### src/hw/rtl/avt_pkg.sv
// ---------------------------------------------------------------------------
// avt_pkg
// Shared types and constants for the affine vertex transform.
// ---------------------------------------------------------------------------
package avt_pkg;

    localparam int NUM_COEF  = 12;
    localparam int IDX_W     = 4;
    localparam int FIELD_W   = 32;

    // Slot layout of the column-major matrix.
    localparam int COL0_BASE  = 0;
    localparam int COL1_BASE  = 3;
    localparam int COL2_BASE  = 6;
    localparam int TRANS_BASE = 9;
    localparam int NUM_AXES   = 3;

    // Input word layout, lowest bit first.
    localparam int S_IDX_LSB  = 0;
    localparam int S_VAL_LSB  = S_IDX_LSB + IDX_W;
    localparam int S_X_LSB    = S_VAL_LSB + FIELD_W;
    localparam int S_Y_LSB    = S_X_LSB + FIELD_W;
    localparam int S_Z_LSB    = S_Y_LSB + FIELD_W;
    localparam int S_USED_W   = S_Z_LSB + FIELD_W;
    localparam int S_TDATA_W  = ((S_USED_W + 7) / 8) * 8;

    // Output word layout.
    localparam int M_TDATA_W  = NUM_AXES * FIELD_W;

    // Operation codes carried in s_tuser.
    localparam logic MODE_LOAD  = 1'b0;
    localparam logic MODE_XFORM = 1'b1;

    typedef struct packed {
        logic             en;
        logic [IDX_W-1:0] idx;
    } coef_wr_t;

endpackage

### src/hw/rtl/avt_coef_bank.sv
// ---------------------------------------------------------------------------
// avt_coef_bank
// Twelve-entry coefficient register file, identity matrix after reset.
// ---------------------------------------------------------------------------
module avt_coef_bank #(
    parameter int FRAC_BITS   = 16,
    parameter int VALUE_WIDTH = 32
) (
    input  logic                                          aclk,
    input  logic                                          aresetn,
    input  avt_pkg::coef_wr_t                             wr,
    input  logic [VALUE_WIDTH-1:0]                        wr_data,
    output logic [avt_pkg::NUM_COEF-1:0][VALUE_WIDTH-1:0] coef
);

    localparam logic [VALUE_WIDTH-1:0] COEF_ONE = VALUE_WIDTH'(64'(1) << FRAC_BITS);

    logic [avt_pkg::NUM_COEF-1:0][VALUE_WIDTH-1:0] coef_reg;

    always_ff @(posedge aclk) begin
        if (!aresetn) begin
            // diagonal slots get one, everything else zero
            for (int i = 0; i < avt_pkg::NUM_COEF; i++) begin
                if ((i == avt_pkg::COL0_BASE) || (i == avt_pkg::COL1_BASE + 1)
                        || (i == avt_pkg::COL2_BASE + 2)) begin
                    coef_reg[i] <= COEF_ONE;
                end else begin
                    coef_reg[i] <= '0;
                end
            end
        end else begin
            // slots 12..15 match nothing and are dropped
            for (int i = 0; i < avt_pkg::NUM_COEF; i++) begin
                if (wr.en && (wr.idx == avt_pkg::IDX_W'(i))) begin
                    coef_reg[i] <= wr_data;
                end
            end
        end
    end

    assign coef = coef_reg;

endmodule

### config.mk
export PLATFORM = sky130hd
export DESIGN_NAME = avt_coef_bank
export DESIGN_NICKNAME = d
export VERILOG_FILES = /design/src/hw/rtl/avt_pkg.sv /design/src/hw/rtl/avt_coef_bank.sv
export SDC_FILE = /design/constraint.sdc
export NUM_CORES = 1
export LEC_CHECK = 0
export BUFFER_PORTS_ARGS = -buffer_cell sky130_fd_sc_hd__buf_2
export CORE_MARGIN = 10
export CORE_UTILIZATION = 50
export DETAILED_ROUTE_END_ITERATION = 8
export GPL_ROUTABILITY_DRIVEN = 0
export GPL_TIMING_DRIVEN = 0
export PLACE_DENSITY_LB_ADDON = 0.15
export SLEW_MARGIN = 0
export SYNTH_ARGS = -nofsm -noshare
export SYNTH_HDL_FRONTEND = slang
export SYNTH_SLANG_ARGS = --single-unit
### constraint.sdc
create_clock -name aclk -period 1.6 [get_ports aclk]
set_input_delay 0.32 -clock aclk [delete_from_list [all_inputs] [get_ports aclk]]
set_output_delay 0.32 -clock aclk [all_outputs]
set_load 0.01 [all_outputs]
==> results.rst <==
.. list-table::
   :header-rows: 1

   * - Metric
     - Value
   * - Status
     - finished, final reports clean
   * - Slowest cell on crit path
     - dfxtp_1
   * - CTS max path bufs
     - 3
   * - Proportion of layout cells with a drive suffix above 1
     - 0.2975
   * - Worst Hold Class
     - input pin to flop
   * - Buffer count from post-CTS setup fixing
     - 0
   * - Average via count per standard cell
     - 5.079
   * - CP top delay family
     - flip-flops
   * - Distinct cell type count after synthesis
     - 14
   * - Largest cells by area after synthesis
     - dfxtp_1, mux2i_1, nand2_1
   * - Synthesized area
     - 13820 um^2
   * - Unrepaired setup endpoints after global routing
     - false
   * - Synth-to-Final Area Change
     - 28.66%
   * - Post-route clock skew
     - 0 ns
   * - Area of all placed cells without fillers
     - 17790 um^2
   * - Post-CTS clock slew at the launch and capture registers of the worst setup and hold paths
     - 0.06 ns
   * - Cell depth of the worst flop-to-flop path
     - 2
   * - Via Count
     - 11110
   * - Number of global-route vias before repair
     - 11150
   * - Skew-Pair Late Insertion Delay
     - 0.52 ns
   * - Most area-hungry cell type in the Yosys netlist
     - dfxtp_1
   * - Share of Yosys cell area claimed by the top area cell type
     - 0.5561
   * - Pin count of the biggest net entering global routing
     - 15
   * - Clock tree from TritonCTS
     - yes
   * - Starting utilization of the core area
     - 0.5101
   * - Shortest clock period the worst path allows after layout
     - 1.414 ns
   * - Most common cell after layout, fill and taps aside
     - buf_2
   * - Critical Path End Type
     - primary output
   * - Number of port buffers
     - 421
   * - Number of register bits inferred by synthesis
     - 384
   * - Mapped Avg Cell Area
     - 10.46 um^2
   * - Max reg flops
     - 384
   * - Number of iterations in the first detailed-routing pass
     - 5
   * - Hold Path Depth
     - 3
   * - Worst setup timing slack at the placement stage
     - -0.5006 ns
   * - Net count of the mapped netlist
     - 1361
   * - Origin of the worst min-delay path
     - wr_data[25]
   * - Max Clock Freq
     - 707.3 MHz
   * - Number of ports placed on the die boundary
     - 423
   * - Total global routing track utilization
     - 0.2628
   * - Flop-to-flop setup slack
     - 0.92 ns
   * - Post-DP Area
     - 16400 um^2
   * - Endpoints failing setup
     - 0
   * - Setup Crit Path Kind
     - flop to primary output
   * - Required time of the worst setup path
     - 1.28 ns
   * - Delay of the slowest cell on the worst path
     - 0.40 ns
   * - # DRC
     - 0
   * - Worst Max-Slew Pin Slew
     - 0.7693 ns
   * - Wire length of the first global-routing pass
     - 68860 um
   * - Worst hold endpoint
     - coef[345]
   * - Number of pins with negative max-slew slack in the final report
     - 0
   * - WL per Instance
     - 21.76 um
   * - Share of the clock period used by the worst path after layout
     - 0.8836
   * - Leakage power of the design
     - 0.008800 uW
   * - Num Clock Sinks
     - 384
   * - Detailed Route WL
     - 47610 um
   * - Crit path DAT
     - 1.09 ns
   * - Sequential share of the synthesized area
     - 0.5561
   * - Nature of the critical path startpoint
     - flop
   * - Final Net Count
     - 1824
   * - Relative slew margins
     - 0.4871
   * - Post-route setup slack
     - 0.1862 ns
   * - Filler Cells Inserted
     - 2276
   * - End of the worst register-to-register path
     - coef[93]
   * - Area of the core region
     - 27100 um^2
   * - Half-perimeter wire length after detailed placement
     - 35780 um
   * - Launch point of the worst reg-to-reg path
     - coef[93]
   * - Max Cap Violations
     - 0
   * - Ratio of total power to cell area
     - 1151 nW/um^2
   * - Critical-path maximum fanout
     - 2
   * - Library cell used as clock root buffer
     - clkbuf_16
   * - Warnings, synthesis
     - 0
   * - Most used cells in the layout excluding fill and tap cells
     - buf_2, nand2_1, mux2i_1, dfxtp_1, clkbuf_1
   * - VDD IR max
     - 0.0008997 V
   * - Post-route core utilization
     - 0.6563
   * - Number of clock buffers inserted by TritonCTS
     - 40
   * - CP Buf/Inv Count
     - 1
   * - Grt ovf
     - 0
   * - Crit path cell chain
     - buf_2
   * - Antenna Nets Post-Route
     - 0
   * - Die ar.
     - 34700 um^2
   * - CTS H-tree lvls
     - 2
   * - Number of failing hold endpoints at the final stage
     - 0
   * - Drt initial violations
     - 588
   * - Initial antenna violation count
     - 7
   * - Die outline width
     - 186.3 um
   * - Floorplan die height
     - 186.3 um
   * - Row Count
     - 60
   * - Number of standard cells after synthesis
     - 1322
-- cells by family (layout without fill, tap and decap cells) --
family | Yosys count | count (layout) | synth area share
and+or+nand+nor | 436 | 436 | 0.1214
muxes | 384 | 384 | 0.2780
DFF | 384 | 384 | 0.5561
buffers and inverters | 118 | 608 | 0.04453
other | 0 | 4 | 0
-- cells in the mapped netlist --
master,instances
buf_6,9
clkbuf_1,61
nand2b_1,2
mux2i_1,384
buf_2,30
nor2_1,7
nand3b_1,4
nor3b_1,1
nor2b_1,4
nand2_1,415
and3_1,1
buf_4,18
or3_1,2
dfxtp_1,384
-- power by group --
group | internal [uW] | switching, uW
Combinational | 318 | 736
Sequential | 9690 | 66.2
Clock | 6000 | 3660
Total | 16000 | 4460
-- stage by stage --
step	total power, uW	std cells	hold slack [ns]	TNS (ns)
after floorplan	10520	1322	0.4790	0
after global placement	11000	2115	0.4389	-61.27
after detailed placement	11020	2115	0.4428	-72.65
after CTS	20590	2184	0.08217	0
after global routing	21060	2185	0.1066	0
final	20470	2188	0.09365	0
-- layout make-up --
cell class                      instances  area, um^2  share of cell area
Sequential cell                       384        7687              0.4322
Buffer                                118       616.8             0.03468
Timing Repair Buffer                  421        2107              0.1185
Multi-Input combinational cell        820        5522              0.3104
Tap cell                              372       465.4             0.02617
Clock inverter                          8       167.7            0.009426
Antenna cell                            4       10.01           0.0005627
Clock buffer                           61        1211             0.06809
-- worst max path at each step --
stage | from | end | slack (ns) | cells after the start
5_1_grt | aresetn | coef[303] | 0.07 | 5
6_report | coef[203] | coef[203] | 0.19 | 1
3_3_place_gp | aresetn | coef[125] | -0.42 | 5
3_5_place_dp | aresetn | coef[125] | -0.50 | 5
2_1_floorplan | wr[3] | coef[112] | 0.21 | 5
4_1_cts | aresetn | coef[125] | 0.02 | 5
-- what timing repair did --
action                                 4_1_cts  5_1_grt
gates resized for setup                      0        2
endpoints found under the hold margin        0        0
setup endpoints to repair                    0       14
hold buffers                                 0        0
-- layer usage --
layer	wire length (um)	vias up	track usage	part of all wire
li1	-	5261	-	-
met2	22850	425	0.4473	0.48
met5	46	-	0	0.00097
met3	4346	100	0.07509	0.091
met4	1609	6	0.09449	0.034
met1	18760	5321	0.3094	0.39
Note: power is estimated with default switching activity, not from simulation.
